<file path="src/rtl/core/rtcsc_pkg.sv">
// ----------------------------------------------------------------------------
// rtcsc_pkg
// Shared constants and item codes of the real-time clock with seconds
// counter and alarm.
// ----------------------------------------------------------------------------
package rtcsc_pkg;

    localparam int COUNT_W    = 32;
    localparam int PRESCALE_W = 20;
    localparam int TOD_W      = 17;

    localparam logic [PRESCALE_W-1:0] RELOAD_AT_RESET = 20'd32767;

    localparam logic [16:0] SECS_PER_DAY  = 17'd86400;
    localparam logic [11:0] SECS_PER_HOUR = 12'd3600;
    localparam logic [5:0]  SECS_PER_MIN  = 6'd60;

    // floor(2^48 / 86400), quotient may come out one low
    localparam logic [31:0] DAY_RECIP = 32'd3257812230;
    // exact for values below 86400, quotient in bits [31:27]
    localparam logic [15:0] HOUR_RECIP = 16'd37283;
    // exact for values below 3600, quotient in bits [23:18]
    localparam logic [12:0] MIN_RECIP = 13'd4370;

    localparam logic [4:0] LAST_HOUR   = 5'd23;
    localparam logic [5:0] LAST_MINUTE = 6'd59;
    localparam logic [5:0] LAST_SECOND = 6'd59;

    typedef enum logic [2:0] {
        MODE_TICK        = 3'd0,
        MODE_SET_COUNT   = 3'd1,
        MODE_SET_TIME    = 3'd2,
        MODE_ALARM_ABS   = 3'd3,
        MODE_ALARM_REL   = 3'd4,
        MODE_ALARM_TOD   = 3'd5,
        MODE_CLEAR_FLAG  = 3'd6
    } mode_t;

endpackage

</file>
<file path="src/rtl/core/rtc_seconds_counter_alarm_top.sv">
// ----------------------------------------------------------------------------
// rtc_seconds_counter_alarm_top
// Real-time clock: a tick prescaler drives a 32-bit seconds counter that is
// compared against an alarm value; items also set the counter, set the alarm
// and clear the sticky alarm flag. Every item gives one result with the
// count, its time of day, the seconds left until the alarm and the flag.
// One item is taken per clock while the output is not stalled. Items go
// through a pipeline of registered stages: two stages take the item's value
// modulo 86400 by reciprocal multiplication, one stage updates the clock
// state (prescaler, counter, time of day, alarm, flag) so back to back items
// see each other's effect, and four stages split the time of day into hours,
// minutes and seconds and form the time to the alarm, ahead of a result
// register. Each stage holds its item only while the next one is full, so
// bubbles close up under output backpressure. The prescaler reload register
// is written through cfg_wr_en and cfg_wr_data and is loaded into the
// prescaler by the next tick that finds the prescaler at zero.
// ----------------------------------------------------------------------------
module rtc_seconds_counter_alarm_top
    import rtcsc_pkg::*;
(
    input  logic                  clk,
    input  logic                  rst_n,

    input  logic                  cfg_wr_en,
    input  logic [PRESCALE_W-1:0] cfg_wr_data,

    input  logic                  in_valid,
    output logic                  in_ready,
    input  logic [2:0]            mode,
    input  logic [COUNT_W-1:0]    value,
    input  logic [4:0]            hour_in,
    input  logic [5:0]            minute_in,
    input  logic [5:0]            second_in,

    output logic                  out_valid,
    input  logic                  out_ready,
    output logic [COUNT_W-1:0]    count_now,
    output logic [4:0]            hour_out,
    output logic [5:0]            minute_out,
    output logic [5:0]            second_out,
    output logic [COUNT_W-1:0]    seconds_until_alarm,
    output logic                  alarm_flag_out,
    output logic                  alarm_hit
);

    // stage load enables
    logic ld1, ld2, ld3, ld4, ld5, ld6, ld7, ld_out;

    logic s1_valid_reg, s2_valid_reg, s3_valid_reg, s4_valid_reg;
    logic s5_valid_reg, s6_valid_reg, s7_valid_reg, out_valid_reg;

    // stage 1: input register
    logic [2:0]         s1_mode_reg;
    logic [COUNT_W-1:0] s1_value_reg;
    logic [4:0]         s1_hour_reg;
    logic [5:0]         s1_minute_reg;
    logic [5:0]         s1_second_reg;
    logic [63:0]        s1_day_prod;
    logic [15:0]        s1_quot;
    logic [TOD_W-1:0]   s1_ds;
    logic [TOD_W-1:0]   s1_ds_tod;

    // stage 2: remainder of value by one day
    logic [2:0]         s2_mode_reg;
    logic [COUNT_W-1:0] s2_value_reg;
    logic [15:0]        s2_quot_reg;
    logic [TOD_W-1:0]   s2_ds_reg;
    logic [TOD_W-1:0]   s2_ds_tod_reg;
    logic [COUNT_W-1:0] s2_quot_secs;
    logic [COUNT_W-1:0] s2_rem_wide;
    logic [17:0]        s2_rem;
    logic [TOD_W-1:0]   s2_value_tod;

    // stage 3: clock state update
    logic [2:0]         s3_mode_reg;
    logic [COUNT_W-1:0] s3_value_reg;
    logic [TOD_W-1:0]   s3_value_tod_reg;
    logic [TOD_W-1:0]   s3_ds_reg;
    logic [TOD_W-1:0]   s3_ds_tod_reg;

    logic [PRESCALE_W-1:0] reload_reg;
    logic [PRESCALE_W-1:0] prescale_reg, prescale_next;
    logic [COUNT_W-1:0]    count_reg, count_next;
    logic [TOD_W-1:0]      tod_reg, tod_next;
    logic [COUNT_W-1:0]    alarm_reg, alarm_next;
    logic                  flag_reg, flag_next;
    logic                  hit_next;
    logic [COUNT_W-1:0]    count_inc;
    logic [17:0]           target_adj;
    logic [17:0]           alarm_step;

    // stage 4: time to alarm and hour
    logic [COUNT_W-1:0] s4_count_reg;
    logic [COUNT_W-1:0] s4_alarm_reg;
    logic               s4_flag_reg;
    logic               s4_hit_reg;
    logic [TOD_W-1:0]   s4_tod_reg;
    logic [COUNT_W-1:0] s4_until;
    logic [32:0]        s4_hour_prod;

    // stage 5: seconds within the hour
    logic [COUNT_W-1:0] s5_count_reg;
    logic [COUNT_W-1:0] s5_until_reg;
    logic               s5_flag_reg;
    logic               s5_hit_reg;
    logic [4:0]         s5_hour_reg;
    logic [TOD_W-1:0]   s5_tod_reg;
    logic [TOD_W-1:0]   s5_hour_secs;
    logic [TOD_W-1:0]   s5_rem_wide;

    // stage 6: minute
    logic [COUNT_W-1:0] s6_count_reg;
    logic [COUNT_W-1:0] s6_until_reg;
    logic               s6_flag_reg;
    logic               s6_hit_reg;
    logic [4:0]         s6_hour_reg;
    logic [11:0]        s6_rem_reg;
    logic [24:0]        s6_min_prod;

    // stage 7: second
    logic [COUNT_W-1:0] s7_count_reg;
    logic [COUNT_W-1:0] s7_until_reg;
    logic               s7_flag_reg;
    logic               s7_hit_reg;
    logic [4:0]         s7_hour_reg;
    logic [5:0]         s7_minute_reg;
    logic [11:0]        s7_rem_reg;
    logic [11:0]        s7_min_secs;
    logic [11:0]        s7_second_wide;

    // result register
    logic [COUNT_W-1:0] out_count_reg;
    logic [COUNT_W-1:0] out_until_reg;
    logic               out_flag_reg;
    logic               out_hit_reg;
    logic [4:0]         out_hour_reg;
    logic [5:0]         out_minute_reg;
    logic [5:0]         out_second_reg;

    assign ld_out   = !out_valid_reg || out_ready;
    assign ld7      = !s7_valid_reg || ld_out;
    assign ld6      = !s6_valid_reg || ld7;
    assign ld5      = !s5_valid_reg || ld6;
    assign ld4      = !s4_valid_reg || ld5;
    assign ld3      = !s3_valid_reg || ld4;
    assign ld2      = !s2_valid_reg || ld3;
    assign ld1      = !s1_valid_reg || ld2;
    assign in_ready = ld1;

    always_ff @(posedge clk or negedge rst_n)
    begin
        if (!rst_n)
        begin
            s1_valid_reg  <= 1'b0;
            s2_valid_reg  <= 1'b0;
            s3_valid_reg  <= 1'b0;
            s4_valid_reg  <= 1'b0;
            s5_valid_reg  <= 1'b0;
            s6_valid_reg  <= 1'b0;
            s7_valid_reg  <= 1'b0;
            out_valid_reg <= 1'b0;
        end
        else
        begin
            if (ld1)    s1_valid_reg  <= in_valid;
            if (ld2)    s2_valid_reg  <= s1_valid_reg;
            if (ld3)    s3_valid_reg  <= s2_valid_reg;
            if (ld4)    s4_valid_reg  <= s3_valid_reg;
            if (ld5)    s5_valid_reg  <= s4_valid_reg;
            if (ld6)    s6_valid_reg  <= s5_valid_reg;
            if (ld7)    s7_valid_reg  <= s6_valid_reg;
            if (ld_out) out_valid_reg <= s7_valid_reg;
        end
    end

    // stage 1 logic
    assign s1_day_prod = {32'd0, s1_value_reg} * {32'd0, DAY_RECIP};
    assign s1_quot     = s1_day_prod[63:48];
    assign s1_ds       = TOD_W'(s1_hour_reg) * TOD_W'(SECS_PER_HOUR)
                       + TOD_W'(s1_minute_reg) * TOD_W'(SECS_PER_MIN)
                       + TOD_W'(s1_second_reg);
    assign s1_ds_tod   = (s1_ds >= SECS_PER_DAY) ? (s1_ds - SECS_PER_DAY) : s1_ds;

    // stage 2 logic: quotient may be one low, one correction
    assign s2_quot_secs = COUNT_W'(s2_quot_reg) * COUNT_W'(SECS_PER_DAY);
    assign s2_rem_wide  = s2_value_reg - s2_quot_secs;
    assign s2_rem       = s2_rem_wide[17:0];
    assign s2_value_tod = (s2_rem >= 18'(SECS_PER_DAY))
                        ? TOD_W'(s2_rem - 18'(SECS_PER_DAY))
                        : s2_rem[TOD_W-1:0];

    // stage 3 logic: clock state
    assign count_inc  = count_reg + 32'd1;
    assign target_adj = (s3_ds_reg <= tod_reg)
                      ? (18'(s3_ds_reg) + 18'(SECS_PER_DAY))
                      : 18'(s3_ds_reg);
    assign alarm_step = target_adj - 18'(tod_reg);

    always_comb
    begin
        prescale_next = prescale_reg;
        count_next    = count_reg;
        tod_next      = tod_reg;
        alarm_next    = alarm_reg;
        flag_next     = flag_reg;
        hit_next      = 1'b0;
        case (s3_mode_reg)
            MODE_TICK:
            begin
                if (prescale_reg == '0)
                begin
                    prescale_next = reload_reg;
                    count_next    = count_inc;
                    if (count_inc == '0 || tod_reg == SECS_PER_DAY - 17'd1)
                        tod_next = '0;
                    else
                        tod_next = tod_reg + 17'd1;
                    if (count_inc == alarm_reg)
                    begin
                        hit_next  = 1'b1;
                        flag_next = 1'b1;
                    end
                end
                else
                begin
                    prescale_next = prescale_reg - 20'd1;
                end
            end
            MODE_SET_COUNT:
            begin
                count_next = s3_value_reg;
                tod_next   = s3_value_tod_reg;
            end
            MODE_SET_TIME:
            begin
                count_next = COUNT_W'(s3_ds_reg);
                tod_next   = s3_ds_tod_reg;
            end
            MODE_ALARM_ABS:
            begin
                alarm_next = s3_value_reg;
            end
            MODE_ALARM_REL:
            begin
                alarm_next = count_reg + s3_value_reg;
            end
            MODE_ALARM_TOD:
            begin
                alarm_next = count_reg + COUNT_W'(alarm_step);
            end
            MODE_CLEAR_FLAG:
            begin
                flag_next = 1'b0;
            end
            default:
            begin
                flag_next = flag_reg;
            end
        endcase
    end

    always_ff @(posedge clk or negedge rst_n)
    begin
        if (!rst_n)
        begin
            reload_reg   <= RELOAD_AT_RESET;
            prescale_reg <= RELOAD_AT_RESET;
            count_reg    <= '0;
            tod_reg      <= '0;
            alarm_reg    <= '1;
            flag_reg     <= 1'b0;
        end
        else
        begin
            if (cfg_wr_en)
                reload_reg <= cfg_wr_data;
            if (s3_valid_reg && ld4)
            begin
                prescale_reg <= prescale_next;
                count_reg    <= count_next;
                tod_reg      <= tod_next;
                alarm_reg    <= alarm_next;
                flag_reg     <= flag_next;
            end
        end
    end

    // stage 4 logic
    assign s4_until     = (s4_alarm_reg > s4_count_reg) ? (s4_alarm_reg - s4_count_reg) : '0;
    assign s4_hour_prod = 33'(s4_tod_reg) * 33'(HOUR_RECIP);

    // stage 5 logic
    assign s5_hour_secs = TOD_W'(s5_hour_reg) * TOD_W'(SECS_PER_HOUR);
    assign s5_rem_wide  = s5_tod_reg - s5_hour_secs;

    // stage 6 logic
    assign s6_min_prod = 25'(s6_rem_reg) * 25'(MIN_RECIP);

    // stage 7 logic
    assign s7_min_secs    = 12'(s7_minute_reg) * 12'(SECS_PER_MIN);
    assign s7_second_wide = s7_rem_reg - s7_min_secs;

    // payload registers
    always_ff @(posedge clk)
    begin
        if (ld1 && in_valid)
        begin
            s1_mode_reg   <= mode;
            s1_value_reg  <= value;
            s1_hour_reg   <= hour_in;
            s1_minute_reg <= minute_in;
            s1_second_reg <= second_in;
        end
        if (ld2 && s1_valid_reg)
        begin
            s2_mode_reg   <= s1_mode_reg;
            s2_value_reg  <= s1_value_reg;
            s2_quot_reg   <= s1_quot;
            s2_ds_reg     <= s1_ds;
            s2_ds_tod_reg <= s1_ds_tod;
        end
        if (ld3 && s2_valid_reg)
        begin
            s3_mode_reg      <= s2_mode_reg;
            s3_value_reg     <= s2_value_reg;
            s3_value_tod_reg <= s2_value_tod;
            s3_ds_reg        <= s2_ds_reg;
            s3_ds_tod_reg    <= s2_ds_tod_reg;
        end
        if (ld4 && s3_valid_reg)
        begin
            s4_count_reg <= count_next;
            s4_alarm_reg <= alarm_next;
            s4_flag_reg  <= flag_next;
            s4_hit_reg   <= hit_next;
            s4_tod_reg   <= tod_next;
        end
        if (ld5 && s4_valid_reg)
        begin
            s5_count_reg <= s4_count_reg;
            s5_until_reg <= s4_until;
            s5_flag_reg  <= s4_flag_reg;
            s5_hit_reg   <= s4_hit_reg;
            s5_hour_reg  <= s4_hour_prod[31:27];
            s5_tod_reg   <= s4_tod_reg;
        end
        if (ld6 && s5_valid_reg)
        begin
            s6_count_reg <= s5_count_reg;
            s6_until_reg <= s5_until_reg;
            s6_flag_reg  <= s5_flag_reg;
            s6_hit_reg   <= s5_hit_reg;
            s6_hour_reg  <= s5_hour_reg;
            s6_rem_reg   <= s5_rem_wide[11:0];
        end
        if (ld7 && s6_valid_reg)
        begin
            s7_count_reg  <= s6_count_reg;
            s7_until_reg  <= s6_until_reg;
            s7_flag_reg   <= s6_flag_reg;
            s7_hit_reg    <= s6_hit_reg;
            s7_hour_reg   <= s6_hour_reg;
            s7_minute_reg <= s6_min_prod[23:18];
            s7_rem_reg    <= s6_rem_reg;
        end
        if (ld_out && s7_valid_reg)
        begin
            out_count_reg  <= s7_count_reg;
            out_until_reg  <= s7_until_reg;
            out_flag_reg   <= s7_flag_reg;
            out_hit_reg    <= s7_hit_reg;
            out_hour_reg   <= s7_hour_reg;
            out_minute_reg <= s7_minute_reg;
            out_second_reg <= s7_second_wide[5:0];
        end
    end

    assign out_valid           = out_valid_reg;
    assign count_now           = out_count_reg;
    assign hour_out            = out_hour_reg;
    assign minute_out          = out_minute_reg;
    assign second_out          = out_second_reg;
    assign seconds_until_alarm = out_until_reg;
    assign alarm_flag_out      = out_flag_reg;
    assign alarm_hit           = out_hit_reg;

endmodule

</file>
<file path="config.mk">
export PLATFORM = sky130hd
export DESIGN_NAME = rtc_seconds_counter_alarm_top
export DESIGN_NICKNAME = d
export VERILOG_FILES = /design/src/rtl/core/rtcsc_pkg.sv /design/src/rtl/core/rtc_seconds_counter_alarm_top.sv
export SDC_FILE = /design/constraint.sdc
export NUM_CORES = 2
export LEC_CHECK = 0
export ABC_AREA = 1
export BUFFER_PORTS_ARGS = -buffer_cell sky130_fd_sc_hd__buf_4
export CORE_ASPECT_RATIO = 1.25
export CORE_MARGIN = 2
export CORE_UTILIZATION = 65
export CTS_CLUSTER_DIAMETER = 50
export DETAILED_ROUTE_END_ITERATION = 8
export PLACE_DENSITY_LB_ADDON = 0.12
export SLEW_MARGIN = 20
export SYNTH_ARGS = -nofsm -noshare
export SYNTH_HDL_FRONTEND = slang
export SYNTH_SLANG_ARGS = --single-unit
export TNS_END_PERCENT = 5
</file>
<file path="constraint.sdc">
create_clock -name clk -period 9.1 [get_ports clk]
set_input_delay 2.275 -clock clk [delete_from_list [all_inputs] [get_ports clk]]
set_output_delay 2.275 -clock clk [all_outputs]
set_load 0.02 [all_outputs]
</file>
**Word-level counts from Yosys, hierarchy flattened**

Index checks and enable logic that the tools add are counted.

- Reduce and logical (&&, ||, !) cells: 30
- Muxes and demuxes: 14
- $lt $le $gt $ge: 4
- Add/sub/neg operators: 15
- Eq/ne operators: 8
- $mul: 8

Operator list:

| kind | count |
|---|---|
| case mux 32 bit (3 select lines) | 2 |
| 2-to-1 mux 17 bit | 4 |
| multiplier 32 x 31 -> 63 bit (second input constant) | 1 |
| case mux 17 bit (3 select lines) | 1 |
| subtractor 17 bit (second input constant) | 2 |
| adder 32 x 1 -> 32 bit (second input constant) | 1 |
| adder 32 x 18 -> 32 bit | 1 |
| adder 32 bit | 1 |
| == test 32 bit | 1 |
| greater-than comparator 32 bit | 1 |
| zero test 32 bit | 1 |
| multiplier 17 x 16 -> 32 bit (second input constant) | 1 |
| 2-to-1 mux 32 bit | 1 |
| subtractor 32 bit | 1 |
| multiplier 12 x 12 -> 23 bit (second input constant) | 1 |
| zero test 20 bit | 1 |
| 2-to-1 mux 20 bit | 1 |
| subtractor 20 x 1 -> 20 bit (second input constant) | 1 |
| adder 17 x 17 -> 18 bit (second input constant) | 1 |
| greater-or-equal comparator 18 x 17 -> 1 bit (second input constant) | 1 |
| 2-to-1 mux 18 bit | 1 |
| subtractor 18 x 17 -> 18 bit | 1 |
| subtractor 18 bit | 1 |
| adder 17 x 1 -> 17 bit (second input constant) | 1 |
| 22 further kinds | 50 |

- Input port bits: 77
- Bits in registers: 768
- Logic and storage cells: 139
- Output and inout port bits: 85

**Longest topological paths before layout**

- Depth after elaboration: 10
- Mapped depth: 41
- Depth with buffers taken out: 41

**Least setup slack after synthesis**

No wires, ideal clock.

- Kind: input to register
- Start point: input out_ready
- End point: register s5_count_reg[0] (enable)
- Buffers on the path: 0
- Slack: 2.452 ns
- Arrival time: 6.121 ns
- Data required time: 8.573 ns
- Cell stages on the path: 8
- Library setup time: 0.527 ns
- Path through: nor2_1 > inv_1 > nor2_1 > inv_1 > nor2_1 > inv_1 > nor2_1 > nor2_1

- Longest elaborated chain between the ends: 5

RTL lines:

| item | RTL line | RTL |
|---|---|---|
| start, declared | rtc_seconds_counter_alarm_top.sv:36 | `input logic out_ready,` |
| logical OR 1 bit | rtc_seconds_counter_alarm_top.sv:140 | `assign ld_out = !out_valid_reg \|\| out_ready;` |
| logical OR 1 bit | rtc_seconds_counter_alarm_top.sv:141 | `assign ld7 = !s7_valid_reg \|\| ld_out;` |
| logical OR 1 bit | rtc_seconds_counter_alarm_top.sv:142 | `assign ld6 = !s6_valid_reg \|\| ld7;` |
| logical OR 1 bit | rtc_seconds_counter_alarm_top.sv:143 | `assign ld5 = !s5_valid_reg \|\| ld6;` |
| logical AND 1 bit | rtc_seconds_counter_alarm_top.sv:338 | `if (ld5 && s4_valid_reg)` |
| end signal, assigned | rtc_seconds_counter_alarm_top.sv:340 | `s5_count_reg <= s4_count_reg;` |
| end, declared | rtc_seconds_counter_alarm_top.sv:102 | `logic [COUNT_W-1:0] s5_count_reg;` |

Every way passes these cells.
A chain may end at the register's enable or synchronous reset.

**Final worst setup path**

- Start point: input out_ready
- End point: output in_ready

- Longest elaborated chain between the ends: 8

RTL lines:

| item | RTL line | RTL |
|---|---|---|
| logical OR 1 bit | rtc_seconds_counter_alarm_top.sv:140 |  |
| logical OR 1 bit | rtc_seconds_counter_alarm_top.sv:141 |  |
| logical OR 1 bit | rtc_seconds_counter_alarm_top.sv:142 |  |
| logical OR 1 bit | rtc_seconds_counter_alarm_top.sv:143 |  |
| logical OR 1 bit | rtc_seconds_counter_alarm_top.sv:144 | `assign ld4 = !s4_valid_reg \|\| ld5;` |
| logical OR 1 bit | rtc_seconds_counter_alarm_top.sv:145 | `assign ld3 = !s3_valid_reg \|\| ld4;` |
| logical OR 1 bit | rtc_seconds_counter_alarm_top.sv:146 | `assign ld2 = !s2_valid_reg \|\| ld3;` |
| logical OR 1 bit | rtc_seconds_counter_alarm_top.sv:147 | `assign ld1 = !s1_valid_reg \|\| ld2;` |
| end, declared | rtc_seconds_counter_alarm_top.sv:28 | `output logic in_ready,` |

Every way passes these cells.

==> results.sh <==
export IMPL_yosysWarnings=0
export IMPL_cts_tree="yes"
export IMPL_avgViaCountPerCell=5.75
export IMPL_grt_total_usage=0.345
export IMPL_root_buffer="clkbuf_16"
export IMPL_dp_cells=6906
export IMPL_diodes=0
export IMPL_hold_viol=0
export IMPL_multi_input_area_um2=30100
export IMPL_grt_overflow_total=0
export IMPL_nets=7097
export IMPL_worst_path_max_delay_cell="nor2_1"
export IMPL_setup_viol=0
export IMPL_status="completed"
export IMPL_end_kind="output port"
export IMPL_grt_pass1_wl_mm=231
export IMPL_nFillCells=6291
export IMPL_fin_util=0.720
export IMPL_cp_slowest_stage_delay_ns=0.31
export IMPL_die_h_um=333
export IMPL_regToRegStartpoint="s1_value_reg[4]"
export IMPL_ant_nets=0
export IMPL_worstPathMaxFanout=3
export IMPL_drc_errors=0
export IMPL_synth_distinct_cells=62
export IMPL_rsz0062_at_grt="no"
export IMPL_path_buf_inv=10
export IMPL_netlist_area_um2=56100
export IMPL_numCtsBuffers=85
export IMPL_num_vias=40700
export IMPL_grt_pass1_vias=41800
export IMPL_grt_max_degree=216
export IMPL_initial_core_util=0.656
export IMPL_hpwl_mm=119
export IMPL_dr_pass1_iters=6
export IMPL_cp_startpoint="out_ready"
export IMPL_gp_congestion=1.03
export IMPL_syn_avg_cell_area_um2=9.88
export IMPL_drv_slew=0
export IMPL_clk_latency_ns=0.66
export IMPL_syn_to_final_growth_pct=9.81
export IMPL_synthesis_instances=5679
export IMPL_synth_main_ff_cell="edfxtp_1"
export IMPL_postCtsHoldBufs=0
export IMPL_totalWireLength_mm=150
export IMPL_layout_drive_gt1_share=0.0855
export IMPL_maxCapViolations=0
export IMPL_min_period_ns=6.88
export IMPL_seqCellArea_um2=21700
export IMPL_cts_resized=0
export IMPL_cp_start_kind="input pin"
export IMPL_instances_no_fill=7065
export IMPL_post_cts_setup_buffers=0
export IMPL_finClkSkew_ns=0.0501
export IMPL_async_reset_ff_frac=0.175
export IMPL_slew_headroom=0.199
export IMPL_rows=120
export IMPL_critical_path_top_delay_family="simple AND/OR/NAND/NOR gates"
export IMPL_wl_per_cell_um=21.2
export IMPL_critical_path_cell_chain="buf_4 -> nor2_1 -> inv_1 -> nor2_1 -> inv_1 -> nor2_1 -> inv_1 -> nor2_1 -> inv_1 -> nor2_1 -> inv_1 -> nor2_1 -> inv_1 -> nor2_1 -> inv_1 -> nor2_1 -> inv_1 -> buf_4"
export IMPL_fp_dieW_um=267
export IMPL_coreArea_um2=85600
export IMPL_worst_pin_slew_ns=1.20
export IMPL_cts_max_path_buffers=3
export IMPL_fmax_mhz=145
export IMPL_hp_start="s2_ds_tod_reg[13]"
export IMPL_clk_pin_slew_ns=0.06
export IMPL_h_tree_depth=3
export IMPL_synth_edf_count=612
export IMPL_seq_area_frac_synth=0.387
export IMPL_ys_ff_latch=742
export IMPL_critPathArrivalTime_ns=4.60
export IMPL_min_period_over_period=0.756
export IMPL_portBuffers=161
export IMPL_antenna_found_initial=1
export IMPL_pin_count=162
export IMPL_min_path_type="reg -> reg"
export IMPL_tns_ns=0
export IMPL_dieArea_um2=88700
export IMPL_cts_sinks=742
export IMPL_drtIter0Drc=2966
export IMPL_critPathKind="in -> out"
export IMPL_required_ns=6.83
export IMPL_synth_nets=6881
==> cell families (layout without fill, tap and decap cells) <==
logic type | count (synthesis) | after routing | share of synthesized area
fa+ha+maj | 1125 | 1125 | 0.297
compound gates | 801 | 801 | 0.0814
buf+inv | 1151 | 1439 | 0.0776
flops | 742 | 742 | 0.387
xor+xnor | 161 | 161 | 0.0251
mux | 22 | 22 | 0.00428
simple gates | 1677 | 1677 | 0.128
==> metal layers <==
| layer | vias to the layer above | share of wire | GRT usage |
|---|---|---|---|
| li1 | 19400 | - | - |
| met1 | 19400 | 0.35 | 0.370 |
| met2 | 1334 | 0.51 | 0.612 |
| met3 | 517 | 0.047 | 0.0405 |
| met4 | 0 | 0.096 | 0.276 |
| met5 | - | 0 | 0 |
==> stage by stage <==
stage	area, um2	hold slack, ns	setup WS, ns
after detailed placement	58800	0.405	2.21
after global routing	61600	0.405	1.91
after floorplan	56100	0.400	2.45
final	61600	0.405	2.22
after CTS	61600	0.406	2.21
after global placement	58700	0.400	2.18
==> cells in the final DEF, fill, tap and decap left out, drive strengths merged, types with 19 or more instances in the layout <==
cell    count
inv      1094
nand2     986
ha        779
edfxtp    612
fa        346
nor2      339
a21oi     309
o21ai     289
buf       194
nand3     189
xor2      114
clkbuf    100
dfrtp      68
dfstp      62
nand4      55
nor3       52
xnor2      47
clkinv     39
o211ai     36
o221ai     23
o21a       22
nor4       21
o21bai     19
or2        19
==> Yosys cell counts, drive strengths merged, types with 2 or more instances <==
cell | count | area [um2]
a21boi | 9 | 67.6
xor2 | 114 | 998
nor4 | 21 | 131
o21bai | 19 | 143
a31oi | 15 | 93.8
a221oi | 7 | 61.3
nor2 | 339 | 1370
nor3 | 52 | 277
o311ai | 3 | 26.3
o31ai | 10 | 75.1
o21a | 22 | 165
clkbuf | 49 | 184
or2 | 19 | 119
nand3 | 189 | 1010
inv | 1078 | 4050
buf | 16 | 91.3
mux2i | 6 | 60.1
nor3b | 6 | 45.0
o21ai | 289 | 1450
a21oi | 309 | 1550
a21o | 18 | 135
o221ai | 23 | 201
fa | 346 | 6930
a211oi | 3 | 22.5
o211ai | 36 | 270
ha | 779 | 9750
a22o | 10 | 87.6
dfrtp | 68 | 1700
xnor2 | 47 | 412
dfstp | 62 | 1630
mux2 | 16 | 180
edfxtp | 612 | 18400
nand4 | 55 | 344
o2111ai | 13 | 114
clkinv | 8 | 35.0
a221o | 2 | 20.0
nand2 | 986 | 3800
o22ai | 9 | 56.3
nand3b | 7 | 52.6
==> cell type report <==
cell class                 count  area share
clock buffer                 100      0.0354
sequential                   742       0.352
tap                         1098      0.0223
multi-input combinational   3786       0.489
timing repair buffer         194      0.0246
inverter                    1086      0.0663
clock inverter                59      0.0105
==> final timing paths <==
check | endpoint | slack [ns] | cells past startpoint
worst min-delay path | s3_ds_tod_reg[13] | 0.40 | 0
worst max-delay path | in_ready | 2.22 | 18
worst min register to register | s3_ds_tod_reg[13] | 0.40 | 0
max in group asynchronous | tod_reg[8] | 6.08 | 2
min in group asynchronous | count_reg[31] | 1.65 | 1
worst max register to register | s2_quot_reg[9] | 2.31 | 22
Power is left out: the tool's default activity adds up to more than one toggle a clock period on the data nets, which glitch-free logic cannot reach.
